### src/rtl/csrb_pkg.sv
// Package for the comparator status register block.
// Holds the register map, the event codes and the flag bit positions.
// No dependencies.
package csrb_pkg;

  // Storage size; offsets past the 4-bit index range are never reached
  localparam int REG_WORDS = 16;
  localparam int REG_IDX_W = 4;
  localparam int REG_DEPTH = (REG_WORDS < (1 << REG_IDX_W)) ? REG_WORDS : (1 << REG_IDX_W);

  typedef logic [REG_IDX_W-1:0] reg_idx_t;
  typedef logic [31:0]          word_t;
  typedef logic [1:0]           opcode_t;

  // Event codes
  localparam opcode_t OP_READ  = 2'd0;
  localparam opcode_t OP_WRITE = 2'd1;
  localparam opcode_t OP_LEVEL = 2'd2;
  localparam opcode_t OP_TRIG  = 2'd3;

  // Word offsets
  localparam reg_idx_t W_VERID = 4'd0;
  localparam reg_idx_t W_PARAM = 4'd1;
  localparam reg_idx_t W_CTRL0 = 4'd2;
  localparam reg_idx_t W_CTRL1 = 4'd3;
  localparam reg_idx_t W_IER   = 4'd7;
  localparam reg_idx_t W_CSR   = 4'd8;
  localparam reg_idx_t W_RRCR0 = 4'd9;
  localparam reg_idx_t W_RRCSR = 4'd11;

  // Fixed values
  localparam word_t VERID_VALUE = 32'h0100_0041;
  localparam word_t PARAM_VALUE = 32'h0000_0002;
  localparam word_t CTRL0_RESET = 32'h0000_0002;

  // Bit positions
  localparam int FLAG_RISE_BIT = 0;
  localparam int FLAG_FALL_BIT = 1;
  localparam int FLAG_RR_BIT   = 2;
  localparam int CSR_OUT_BIT   = 8;
  localparam int DMA_EN_BIT    = 2;
  localparam int RR_EN_BIT     = 0;
  localparam int RR_TIMER_BIT  = 1;
  localparam word_t FLAG_MASK  = 32'h0000_0007;

endpackage

### src/rtl/comparator_status_register_block.sv
// Comparator status register block: register file, edge/round-robin flags,
// irq level and DMA pulse generation. Depends on csrb_pkg.
// The result of an accepted input is registered in the output register.
// Throughput: one transaction per cycle; the single output register is refilled
// in the same cycle it drains, so input stall follows output stall only when full.
// Reset (rst_n, synchronous, active low): registers zero except control 0 = 2,
// output level and baseline 0, output register empty.
module comparator_status_register_block
  import csrb_pkg::*;
(
  input  logic        clk,
  input  logic        rst_n,
  input  logic        in_valid,
  output logic        in_stall,
  input  logic [1:0]  in_opcode,
  input  logic [3:0]  in_reg_index,
  input  logic [31:0] in_data_in,
  output logic        out_valid,
  input  logic        out_stall,
  output logic [31:0] out_read_data,
  output logic        out_irq_level,
  output logic        out_dma_pulse
);

  word_t rf_r   [REG_DEPTH];
  word_t rf_nxt [REG_DEPTH];
  logic  level_r, level_nxt;
  logic  base_r, base_nxt;

  logic  out_valid_r;
  word_t out_read_data_r, rdata_nxt;
  logic  out_irq_r, irq_nxt;
  logic  out_dma_r, dma_nxt;

  logic  in_accept;
  logic  idx_ok;
  logic  bit0;
  logic  rise, fall;
  word_t csr_cur, ier_cur, rr_cur;

  // Handshake: accept whenever the output register is empty or draining
  assign in_stall  = out_valid_r & out_stall;
  assign in_accept = in_valid & ~in_stall;

  assign idx_ok  = ({1'b0, in_reg_index} < (REG_IDX_W+1)'(REG_DEPTH));
  assign bit0    = in_data_in[0];
  assign csr_cur = rf_r[W_CSR];
  assign ier_cur = rf_r[W_IER];
  assign rr_cur  = rf_r[W_RRCR0];
  assign rise    = bit0 & ~level_r;
  assign fall    = ~bit0 & level_r;

  // Read mux
  always_comb begin
    rdata_nxt = '0;
    if (in_opcode == OP_READ) begin
      case (in_reg_index)
        W_VERID: rdata_nxt = VERID_VALUE;
        W_PARAM: rdata_nxt = PARAM_VALUE;
        W_CSR: begin
          rdata_nxt = csr_cur;
          rdata_nxt[CSR_OUT_BIT] = level_r;
        end
        default: rdata_nxt = idx_ok ? rf_r[in_reg_index] : '0;
      endcase
    end
  end

  // State update for one event
  always_comb begin
    rf_nxt    = rf_r;
    level_nxt = level_r;
    base_nxt  = base_r;
    dma_nxt   = 1'b0;
    unique case (in_opcode)
      OP_READ: begin
      end
      OP_WRITE: begin
        if (in_reg_index == W_VERID || in_reg_index == W_PARAM) begin
          // read-only ID words
        end else if (in_reg_index == W_CSR) begin
          rf_nxt[W_CSR] = csr_cur & ~(in_data_in & FLAG_MASK);
        end else if (in_reg_index == W_RRCR0) begin
          rf_nxt[W_RRCR0] = in_data_in;
          if (in_data_in[RR_EN_BIT] && !rr_cur[RR_EN_BIT]) begin
            base_nxt = level_r;
          end
        end else if (idx_ok) begin
          rf_nxt[in_reg_index] = in_data_in;
        end
      end
      OP_LEVEL: begin
        if (rise) begin
          rf_nxt[W_CSR][FLAG_RISE_BIT] = 1'b1;
          dma_nxt = rf_r[W_CTRL1][DMA_EN_BIT] & ier_cur[FLAG_RISE_BIT];
        end else if (fall) begin
          rf_nxt[W_CSR][FLAG_FALL_BIT] = 1'b1;
          dma_nxt = rf_r[W_CTRL1][DMA_EN_BIT] & ier_cur[FLAG_FALL_BIT];
        end
        level_nxt = bit0;
      end
      OP_TRIG: begin
        if (bit0 && rr_cur[RR_EN_BIT] && !rr_cur[RR_TIMER_BIT]) begin
          rf_nxt[W_RRCSR][0] = level_r;
          if (level_r != base_r) begin
            rf_nxt[W_CSR][FLAG_RR_BIT] = 1'b1;
          end
        end
      end
      default: begin
      end
    endcase
  end

  // Irq level from the state after the event
  assign irq_nxt = ~rf_nxt[W_CTRL1][DMA_EN_BIT]
                 & (|(rf_nxt[W_CSR] & rf_nxt[W_IER] & FLAG_MASK));

  // State registers
  always_ff @(posedge clk) begin
    if (!rst_n) begin
      for (int i = 0; i < REG_DEPTH; i++) begin
        rf_r[i] <= (i == int'(W_CTRL0)) ? CTRL0_RESET : '0;
      end
      level_r       <= 1'b0;
      base_r        <= 1'b0;
    end else if (in_accept) begin
      rf_r    <= rf_nxt;
      level_r <= level_nxt;
      base_r  <= base_nxt;
    end
  end

  // Output register
  always_ff @(posedge clk) begin
    if (!rst_n) begin
      out_valid_r <= 1'b0;
    end else if (in_accept) begin
      out_valid_r <= 1'b1;
    end else if (!out_stall) begin
      out_valid_r <= 1'b0;
    end
  end

  always_ff @(posedge clk) begin
    if (in_accept) begin
      out_read_data_r <= rdata_nxt;
      out_irq_r       <= irq_nxt;
      out_dma_r       <= dma_nxt;
    end
  end

  assign out_valid     = out_valid_r;
  assign out_read_data = out_read_data_r;
  assign out_irq_level = out_irq_r;
  assign out_dma_pulse = out_dma_r;

  // DMA pulse needs the DMA enable, which masks the irq
  a_dma_masks_irq: assert property (@(posedge clk) disable iff (!rst_n)
    out_valid_r && out_dma_r |-> !out_irq_r)
    else $error("dma pulse with irq asserted");

  // Non-read transactions return zero data
  a_nonread_zero: assert property (@(posedge clk) disable iff (!rst_n)
    in_accept && in_opcode != OP_READ |=> out_read_data_r == '0)
    else $error("non-read returned data");

  // A status write only clears flags
  a_csr_w1c: assert property (@(posedge clk) disable iff (!rst_n)
    in_accept && in_opcode == OP_WRITE && in_reg_index == W_CSR |=>
      (rf_r[W_CSR][2:0] & ~$past(rf_r[W_CSR][2:0])) == 3'b000)
    else $error("status write set a flag");

  // Unchanged level sets no edge flag
  a_same_level: assert property (@(posedge clk) disable iff (!rst_n)
    in_accept && in_opcode == OP_LEVEL && in_data_in[0] == level_r |=>
      rf_r[W_CSR][1:0] == $past(rf_r[W_CSR][1:0]))
    else $error("edge flag without an edge");

endmodule
### config.mk
export PLATFORM = sky130hd
export DESIGN_NAME = comparator_status_register_block
export DESIGN_NICKNAME = d
export VERILOG_FILES = /design/src/rtl/csrb_pkg.sv /design/src/rtl/comparator_status_register_block.sv
export SDC_FILE = /design/constraint.sdc
export NUM_CORES = 1
export LEC_CHECK = 0
export CAP_MARGIN = 20
export CORE_UTILIZATION = 36
export CTS_CLUSTER_DIAMETER = 50
export CTS_CLUSTER_SIZE = 12
export DETAILED_ROUTE_END_ITERATION = 6
export DONT_BUFFER_PORTS = 1
export GPL_TIMING_DRIVEN = 0
export RECOVER_POWER = 25
export SLEW_MARGIN = 15
export SYNTH_ARGS = -nofsm -noshare
export SYNTH_HDL_FRONTEND = slang
export SYNTH_SLANG_ARGS = --single-unit
### constraint.sdc
create_clock -name clk -period 5.45 [get_ports clk]
set_input_delay 1.09 -clock clk [delete_from_list [all_inputs] [get_ports clk]]
set_output_delay 1.09 -clock clk [all_outputs]
set_load 0.01 [all_outputs]
# [Word level (Yosys, flattened, before mapping)]
# Index checks and enable logic that the tools add are counted.
[word_totals] register_bits=549 in_bits=42 out_inout_bits=36 elab_cells=100
[classes] order_cmp=2 n_eq_ne=12 muxes=28 bitwise_logic=18 n_reduce_logical=16
[ops] operator="$bwmux 512" n=1
[ops] operator="$mux 387" n=1
[ops] operator="$mux 224" n=1
[ops] operator="$mux 192" n=1
[ops] operator="$mux 163" n=1
[ops] operator="$mux 160" n=1
[ops] operator="$mux 32" n=5
[ops] operator="$mux 131" n=1
[ops] operator="$bmux 32 s4" n=1
[ops] operator="$demux 32 s4" n=1
[ops] operator="$pmux 32 s3" n=1
[ops] operator="$and 32x32->32" n=1
[ops] operator="$not 3->32" n=1
[ops] operator="$reduce_and 6->1" n=2
[ops] operator="$mux 1" n=10
[ops] operator="$eq 4x4->1 const B" n=2
[ops] operator="$ne 2x2->1 const B" n=4
[ops] operator="$and 1x1->1" n=7
[ops] operator="$not 1->1" n=7
[ops] operator="$ge 5x5->1 const B" n=1
[ops] operator="$lt 5x1->1 const B" n=1
[ops] operator="$not 4->5" n=1
[ops] operator="$reduce_and 5->1" n=1
[ops] operator="$eq 2x2->1 const B" n=2
[ops] operator="other kinds (16)" n=21

# [Depth between registers and ports, before layout]
# Gate-level depths: netlist of the first run.
[logic_depth] word_depth=13 depth_mapped=8 depth_no_buf=6

# [Least setup slack after synthesis of the first run]
# Ideal clock, no wire load.
[synth_timing] path_kind="in2reg" startpoint="input port in_reg_index[0]" endpoint="register out_read_data_r[23], in the netlist out_read_data[23] (data pin)" setup_time_ps=272 t_arrival_ps=2456 t_required_ps=5178 slack_ps=2722 stages=6 path_buffers=2 path_cell_list="buf_2 > buf_2 > mux4_2 > mux2_2 > nand3_1 > o211ai_1"
[synth_via] elab_chain_cells=5 elab_cells_between_ends=8 classes_between="eq/ne (2); mux (4); bitwise (1); reduce/logical (1)"
[synth_rtl] element="start, declared" line="comparator_status_register_block.sv:16" text="input logic [3:0] in_reg_index,"
[synth_rtl] element="$not 4->5 (not written as such)" line="comparator_status_register_block.sv:64" text="default: rdata_nxt = idx_ok ? rf_r[in_reg_index] : '0;"
[synth_rtl] element="$bmux 32 s4" line="comparator_status_register_block.sv:64"
[synth_rtl] element="$mux 32 (not written as such) (2 in a row)" line="comparator_status_register_block.sv:64"
[synth_rtl] element="$pmux 32 s3 *" line="comparator_status_register_block.sv:57" text="case (in_reg_index)"
[synth_rtl] element="end signal, assigned" line="comparator_status_register_block.sv:147" text="out_read_data_r <= rdata_nxt;"
[synth_rtl] element="end, declared" line="comparator_status_register_block.sv:31" text="word_t out_read_data_r, rdata_nxt;"
# Every way passes the cells marked *; elsewhere a longest branch is shown, timed or not. The select of a mux whose other input is x is not followed.
# A chain may end at the register's enable or synchronous reset.

# [Worst setup path in the final report of the first run]
[layout_timing] startpoint="input port out_stall" endpoint="register rf_r[384] (netlist bit)"
[layout_via] elab_chain_cells=4
[layout_rtl] element="start, declared" line="comparator_status_register_block.sv:19" text="input logic out_stall,"
[layout_rtl] element="$and 1x1->1" line="comparator_status_register_block.sv:42" text="assign in_stall = out_valid_r & out_stall;"
[layout_rtl] element="$not 1->1" line="comparator_status_register_block.sv:43" text="assign in_accept = in_valid & ~in_stall;"
[layout_rtl] element="$and 1x1->1" line="comparator_status_register_block.sv:43"
[layout_rtl] element="named net in_accept" line="comparator_status_register_block.sv:35" text="logic in_accept;"
[layout_rtl] element="$reduce_and 5->1 (no line)"
[layout_rtl] element="end signal, assigned by index" line="comparator_status_register_block.sv:123" text="rf_r[i] <= (i == int'(W_CTRL0)) ? CTRL0_RESET : '0;"
[layout_rtl] element="end signal, assigned" line="comparator_status_register_block.sv:128" text="rf_r <= rf_nxt;"
[layout_rtl] element="end, declared" line="comparator_status_register_block.sv:25" text="word_t rf_r [REG_DEPTH];"
# The timed path passes the listed nets, and every way through them passes these cells.

==> results.toml, run 1 <==
[critical_path]
slowest_delay_ns = 1.38
crit_family = "buffers and inverters"
startpoint_type = "input pin"
required_ns = 5.90
worst_ep_arrival_time_ns = 4.20
crit_path_frequent_cell = "nand2_1"
path_cells = "nand2_1, nand2_1, inv_1, nand3_1, clkbuf_1, nand2_1, a21oi_1"
crit_cells = 7
critical_path.max_fanout = 41
worst-path-buf-inv = 2
endpoint_kind = "flip-flop"
cpMaxStageDelayCell = "inv_1"
path_class = "in2reg"
reg2reg_depth = 7

[pwr]
power_leakage_nw = 8.363
ir_drop_mv = 0.2408
power_density_nw_per_um2 = 308.3

[yosys]
synthCells = 2341
synth.most_common_cell = "nand2_1"
synthMuxAreaShare = 0.2048
avgSynthCellArea_um2 = 9.774
ys_ff_latch = 543
synthTopCellsByArea = "dfxtp_1, mux4_2, nand2_1"
synth_compound_area_frac = 0.09143
synth_simple_gate_area_share = 0.1657
synth_edf_count = 34
netlist_area_um2 = 22880
synth_area_leader_cell = "dfxtp_1"
synthXorXnorAreaFrac = 0.0003828
netlist-cell-type-count = 54
synthesis.nets = 2387
yosysSeqAreaShare = 0.4899
ys.flop_type = "dfxtp_1"
synth_common_cells = "nand2_1, dfxtp_1, a21oi_1, mux2i_1, nor2_1"
synthAdderAreaFrac = 0.002187
synth_top_family_by_area = "multiplexers"
synth_top_cell_area_share = 0.4453
synthArstFlopShare = 0
synthesis.yosys.warnings = 0

[detailed_routing]
drc = 0
dr.first_iter.drc_count = 1329
wirelength_mm = 68.40
wire_per_inst_um = 20.96
antenna_left = 0
via_count = 17230
avgViaCountPerCell = 5.279
drt_pre_antenna_iters = 5

[run_status]
outcome = "finished with violations"
violations = "max-capacitance violations, max-slew violations"

[flow_run]
max_cap_viol_count = 1

[clock_tree]
cts_tree = "built"
clkLatencyLatePin_ns = 0.61
ctsResizeCount = 0
htreeDepth = 2
cts-root-buf = "clkbuf_16"
clk_pin_slew_ns = 0.06
numCtsBuffers = 52
cts_setup_buffers = 0
clockBufferDepth = 3
cts_num_sinks = 543
postCtsHoldBufs = 0

[placed_design]
hpwl_mm = 51.88
place_congestion = 0.9305
preCtsSetupSlack_ns = 1.820
io_buffers = 0

[sta]
rsz0062_at_grt = "false"
fmax_mhz = 266.3
worst_slew_pin_slew_ns = 1.860
timing.final.ws_setup_ns = 1.695
final.min_clock_period_ns = 3.755
fin_crit_sh = 0.6890
setup_violations = 0
fin_skew_ns = 0.01714
slew-limit-headroom = -0.2415
finalHoldViolCount = 0
finalMaxSlewViolations = 42
fin_setup_tns_ns = 0

[global_route]
grtUsageTotal = 0.2109
grt-ovfl-total = 0
grt_pass1_vias = 17100
antenna_found_initial = 2
grt_start_max_net_pins = 42
grt_pass1_wl_mm = 103.3

[floorplanning]
die_w_um = 254.1
rows = 92
start_util = 0.3634
dieArea_um2 = 64570
core_area_um2 = 62970
top_level_ports = 78
die_y_um = 254.1

[cells_and_area]
fill_cells = 6143
drive_gt1_frac = 0.1175
area_growth_pct = 11.12
fin_nets = 2441

[min_path]
worstHoldPathCells = 2
min_path_type = "reg2reg"
worst paths after layout:
check	startpoint	endpoint	slack (ns)
worst max-delay path	out_stall	rf_r[384]$_SDFFE_PN0P_	1.69
worst min-delay path	ier_cur[14]$_SDFFE_PN0P_	ier_cur[14]$_SDFFE_PN0P_	0.45
worst max register to register	out_valid$_SDFFE_PN0P_	rf_r[384]$_SDFFE_PN0P_	1.81
worst min register to register	ier_cur[14]$_SDFFE_PN0P_	ier_cur[14]$_SDFFE_PN0P_	0.45
state kept, by name, indices dropped and copies added (netlist names):
signal	flops
csr_cur	32
out_dma_pulse	1
ier_cur	32
rf_r	410
base_r	1
rr_cur	32
out_read_data	32
level_r	1
out_irq_level	1
out_valid	1
worst register-to-register path: stages, from the launching register on:
cell      delay, ns
dfxtp_1        0.34
nand2_1        0.24
nand2_1        0.24
inv_1          1.38
nand3_1        0.67
clkbuf_1       0.40
nand2_1        0.14
a21oi_1        0.07
report_power, final:
part / switching (mW) / leakage, nW / total (mW) / internal, mW
Combinational: 0.291 / 3.20 / 0.398 / 0.107
Clock: 1.52 / 0.717 / 3.39 / 1.87
Sequential: 0.0195 / 4.44 / 4.05 / 4.03
Total: 1.83 / 8.36 / 7.84 / 6.01
logic make-up (layout without fill, tap and decap cells):
logic type / after synthesis / count (layout)
and+or+nand+nor: 875 / 875
DFF: 543 / 543
AOI/OAI and AO/OA: 381 / 381
muxes: 315 / 315
buffers and inverters: 222 / 297
adders and majority gates: 4 / 4
xor gates and xnor gates: 1 / 1
other: 0 / 2
per-stage QoR:
step | hold slack [ns] | util | power [mW] | instances | area [µm²]
after global routing | 0.4660 | 0.4037 | 8.058 | 3262 | 25420
after floorplan | 0.4248 | - | 4.390 | 2341 | 22880
after global placement | 0.4383 | 0.3802 | 4.529 | 3187 | 23940
after detailed placement | 0.4401 | 0.3802 | 4.535 | 3187 | 23940
after CTS | 0.4526 | 0.4038 | 7.889 | 3262 | 25430
final | 0.4531 | 0.4038 | 7.839 | 3264 | 25430
placed cells by master, fill, tap and decap left out, types with 6 or more instances in the layout:
cell       netlist  final
nand2_1        596    597
dfxtp_1        509    509
a21oi_1        295    295
mux2i_1        187    187
clkbuf_1       125    143
nor2_1         131    131
mux4_2         122    122
buf_2           62     61
clkbuf_16        0     53
and2_0           0     50
and2_1          91     41
edfxtp_1        34     34
o21ai_0         33     33
a2bb2oi_1       28     28
buf_6           13     13
buf_4            9      9
inv_1            6      7
nor2b_1          7      7
nand3_1          7      7
nor4_2           6      6
mux2_2           6      6
layer usage:
metal,share of wire,up-vias,global-route usage
met1,0.43,8455,0.2726
met4,0.034,2,0.07883
li1,-,8099,-
met3,0.060,118,0.03575
met5,0.00018,-,0
met2,0.47,556,0.3523
area by class of cell:
cell class	instances	area (µm²)	share of cell area
Sequential cell	543	11210	0.4409
Multi-Input combinational cell	1576	10630	0.4179
Clock buffer	70	1400	0.05506
Tap cell	846	1059	0.04163
Buffer	213	1007	0.03961
Clock inverter	5	85.08	0.003346
Inverter	9	33.78	0.001329
Antenna cell	2	5.005	0.0001968
Note: power is estimated with default switching activity, not from simulation.
==> inputs of run 2 (changes only) <==
ABC_AREA = 1   (was not set)
clock period = 3.7 ns   (was 5.45 ns; I/O delays follow)
==> run 2 against run 1 <==
Against the previous run:
- the flow finishes with violations (design-rule violations)
- setup slack lost 0.81 ns
- critical path depth grew 2
- final area grew 7.3%
- power grew 65%
- global-route usage grew 9.9 points
- wire length grew 57%
- cell count grew 41%
- sequential share of layout area shrank 2.6 points
- synthesized cell count grew 54%
- area after synthesis grew 5.8%
- first-iteration DRC count grew 150%
- largest power group unchanged
==> results.toml, run 2 <==
[critical_path]
worst_ep_arrival_time_ns = 3.32
reg2reg_slack_ns = 0.89
reg2reg_depth = 9
cpMaxStageDelayCell = "nor2_1"
r2r-end = "rf_r[167]$_SDFFE_PN0P_"
path_cells = "nand2_1, nand2_1, nor2_1, nand2_1, nor3_2, inv_1, clkbuf_1, o21ai_0, a21oi_1"
endpoint_kind = "flip-flop"
slowest_delay_ns = 0.47
critical_path.max_fanout = 10
startpoint_type = "flip-flop"
crit_path_frequent_cell = "nand2_1"
required_ns = 4.21
r2r-start = "out_valid$_SDFFE_PN0P_"
path_class = "reg2reg"

[min_path]
worstHoldPathCells = 2
min_from = "in_data_in[11]"
min_path_type = "in2reg"
hold_path_end = "rf_r[11]$_SDFFE_PN0P_"

[global_route]
grt_start_max_net_pins = 25
grtUsageTotal = 0.3103
grt_pass1_vias = 21480
grt_pass1_wl_mm = 151.8
grt-ovfl-total = 0
antenna_found_initial = 3

[pwr]
power_leakage_nw = 12.23
power_density_nw_per_um2 = 474.1
ir_drop_mv = 0.4062

[run_status]
outcome = "finished with violations"
violations = "design-rule violations"

[cells_and_area]
fill_cells = 7138
mostFrequentLayoutCells = "nand2_1, nor2_1, dfxtp_1, o21ai_0, inv_1"
drive_gt1_frac = 0.05512
top_register = "rf_r"
area_growth_pct = 12.75
stdcell_area_um2 = 27290
seq_area_um2 = 11330
final_common_cell = "nand2_1"
largest_register_ffs = 416
multi_input_area_um2 = 10780
fin_nets = 3727

[detailed_routing]
drt_pre_antenna_iters = 7
drc = 18
avgViaCountPerCell = 5.320
dr.first_iter.drc_count = 3261
wire_per_inst_um = 23.42
antenna_left = 0
via_count = 24410
wirelength_mm = 107.4

[clock_tree]
htreeDepth = 2
cts_tree = "built"
numCtsBuffers = 60
cts-root-buf = "clkbuf_16"
clkLatencyLatePin_ns = 0.66
clockBufferDepth = 3
ctsResizeCount = 0
postCtsHoldBufs = 0
clk_pin_slew_ns = 0.06
cts_setup_buffers = 0
cts_num_sinks = 549

[sta]
timing.final.ws_setup_ns = 0.8872
final.min_clock_period_ns = 2.813
fin_crit_sh = 0.7602
fin_setup_tns_ns = 0
finalMaxSlewViolations = 0
fmax_mhz = 355.5
worst_slew_pin_slew_ns = 1.233
rsz0062_at_grt = "false"
finalHoldViolCount = 0
setup_violations = 0
slew-limit-headroom = 0.1781
fin_skew_ns = 0.03651

[yosys]
ys.flop_type = "dfxtp_1"
synth.most_common_cell = "nand2_1"
synthArstFlopShare = 0
netlist-cell-type-count = 34
synth_area_leader_cell = "dfxtp_1"
synth_top_cell_area_share = 0.4259
synth_common_cells = "nand2_1, nor2_1, dfxtp_1, o21ai_0, inv_1"
yosysSeqAreaShare = 0.4681
synthesis.nets = 3658
synthTopCellsByArea = "dfxtp_1, nand2_1, nor2_1"
synthCells = 3612
synth_edf_count = 34
avgSynthCellArea_um2 = 6.702
ys_ff_latch = 549
netlist_area_um2 = 24210
synthesis.yosys.warnings = 0

[placed_design]
io_buffers = 0
place_congestion = 1.038
preCtsSetupSlack_ns = 0.4341
placed_area_um2 = 25380
hpwl_mm = 78.38

[floorplanning]
core_area_um2 = 66100
rows = 94
die_w_um = 261.3
die_y_um = 261.3
top_level_ports = 78
start_util = 0.3662
dieArea_um2 = 68290

[flow_run]
max_cap_viol_count = 0
[run 2: cell count changes after synthesis, sizes merged, moves of 12 or more]
cell / previous run / this run
nand2: 597 / 1180
mux4: 122 / 0
nand3: 7 / 22
mux2i: 187 / 0
buf: 88 / 100
a2bb2oi: 28 / 0
nor2: 132 / 629
inv: 8 / 231
o21ai: 33 / 538
a22oi: 0 / 30
and2: 91 / 0
clkbuf: 125 / 162
a21oi: 295 / 152
[run 2: per-stage QoR]
step	util	hold slack (ns)	std cells	total power, mW
finish	0.4129	0.2518	4588	12.94
global route	0.4128	0.2722	4585	13.22
CTS	0.4128	0.2498	4582	12.91
detailed placement	0.3840	0.4164	4482	7.026
global placement	0.3826	0.4131	4476	7.012
floorplan	-	0.4068	3612	6.616
[run 2: critical path: cells and delay by family (launching register included)]
kind,cells,cell delay [ns]
DFF,1,0.34
AOI/OAI and AO/OA,2,0.40
buffers and inverters,2,0.49
and+or+nand+nor,5,1.44
[run 2: report_power, final]
part	total (mW)	internal (mW)	switching, mW
logic	0.868	0.158	0.710
clock network	6.01	3.40	2.61
registers	6.07	6.02	0.0419
total	12.9	9.58	3.36
[run 2: worst max-delay path by stage]
stage	start	end	cells after the start
5_1_grt	out_valid$_SDFFE_PN0P_	ier_cur[27]$_SDFFE_PN0P_	9
3_5_place_dp	in_reg_index[1]	out_read_data[17]$_SDFFCE_PP0P_	10
4_1_cts	in_reg_index[1]	out_read_data[17]$_SDFFCE_PP0P_	10
3_3_place_gp	in_reg_index[1]	out_read_data[17]$_SDFFCE_PP0P_	10
6_report	out_valid$_SDFFE_PN0P_	rf_r[167]$_SDFFE_PN0P_	9
2_1_floorplan	out_stall	out_dma_pulse$_SDFFCE_PN0P_	4
[run 2: logic make-up (layout without fill, tap and decap cells)]
kind of cell	count (synthesis)	count (layout)	synth area share
buffers and inverters	496	603	0.08616
adders and majority gates	4	4	0.002067
DFF	549	549	0.4681
other	0	5	0
xor gates and xnor gates	1	1	0.0003619
and+or+nand+nor	1836	1836	0.2896
AOI/OAI and AO/OA	726	726	0.1537
[run 2: per-layer routing]
metal  share of wire  GRT usage  routed length (µm)
met1            0.41     0.4216               44090
met2            0.41     0.4453               43730
met3            0.12    0.07162               12580
met4           0.066     0.1862                7052
met5               0          0                   0
[run 2: area by class of cell]
type                    count  area share
multi-input cells        2567      0.3948
clock inverters            18    0.007701
repair buffers              7    0.003896
clock buffers              82     0.06211
flip-flops and latches    549      0.4151
inverters                 234     0.03227
plain buffers             262     0.04401
well taps                 864     0.03961
diodes                      5   0.0004584
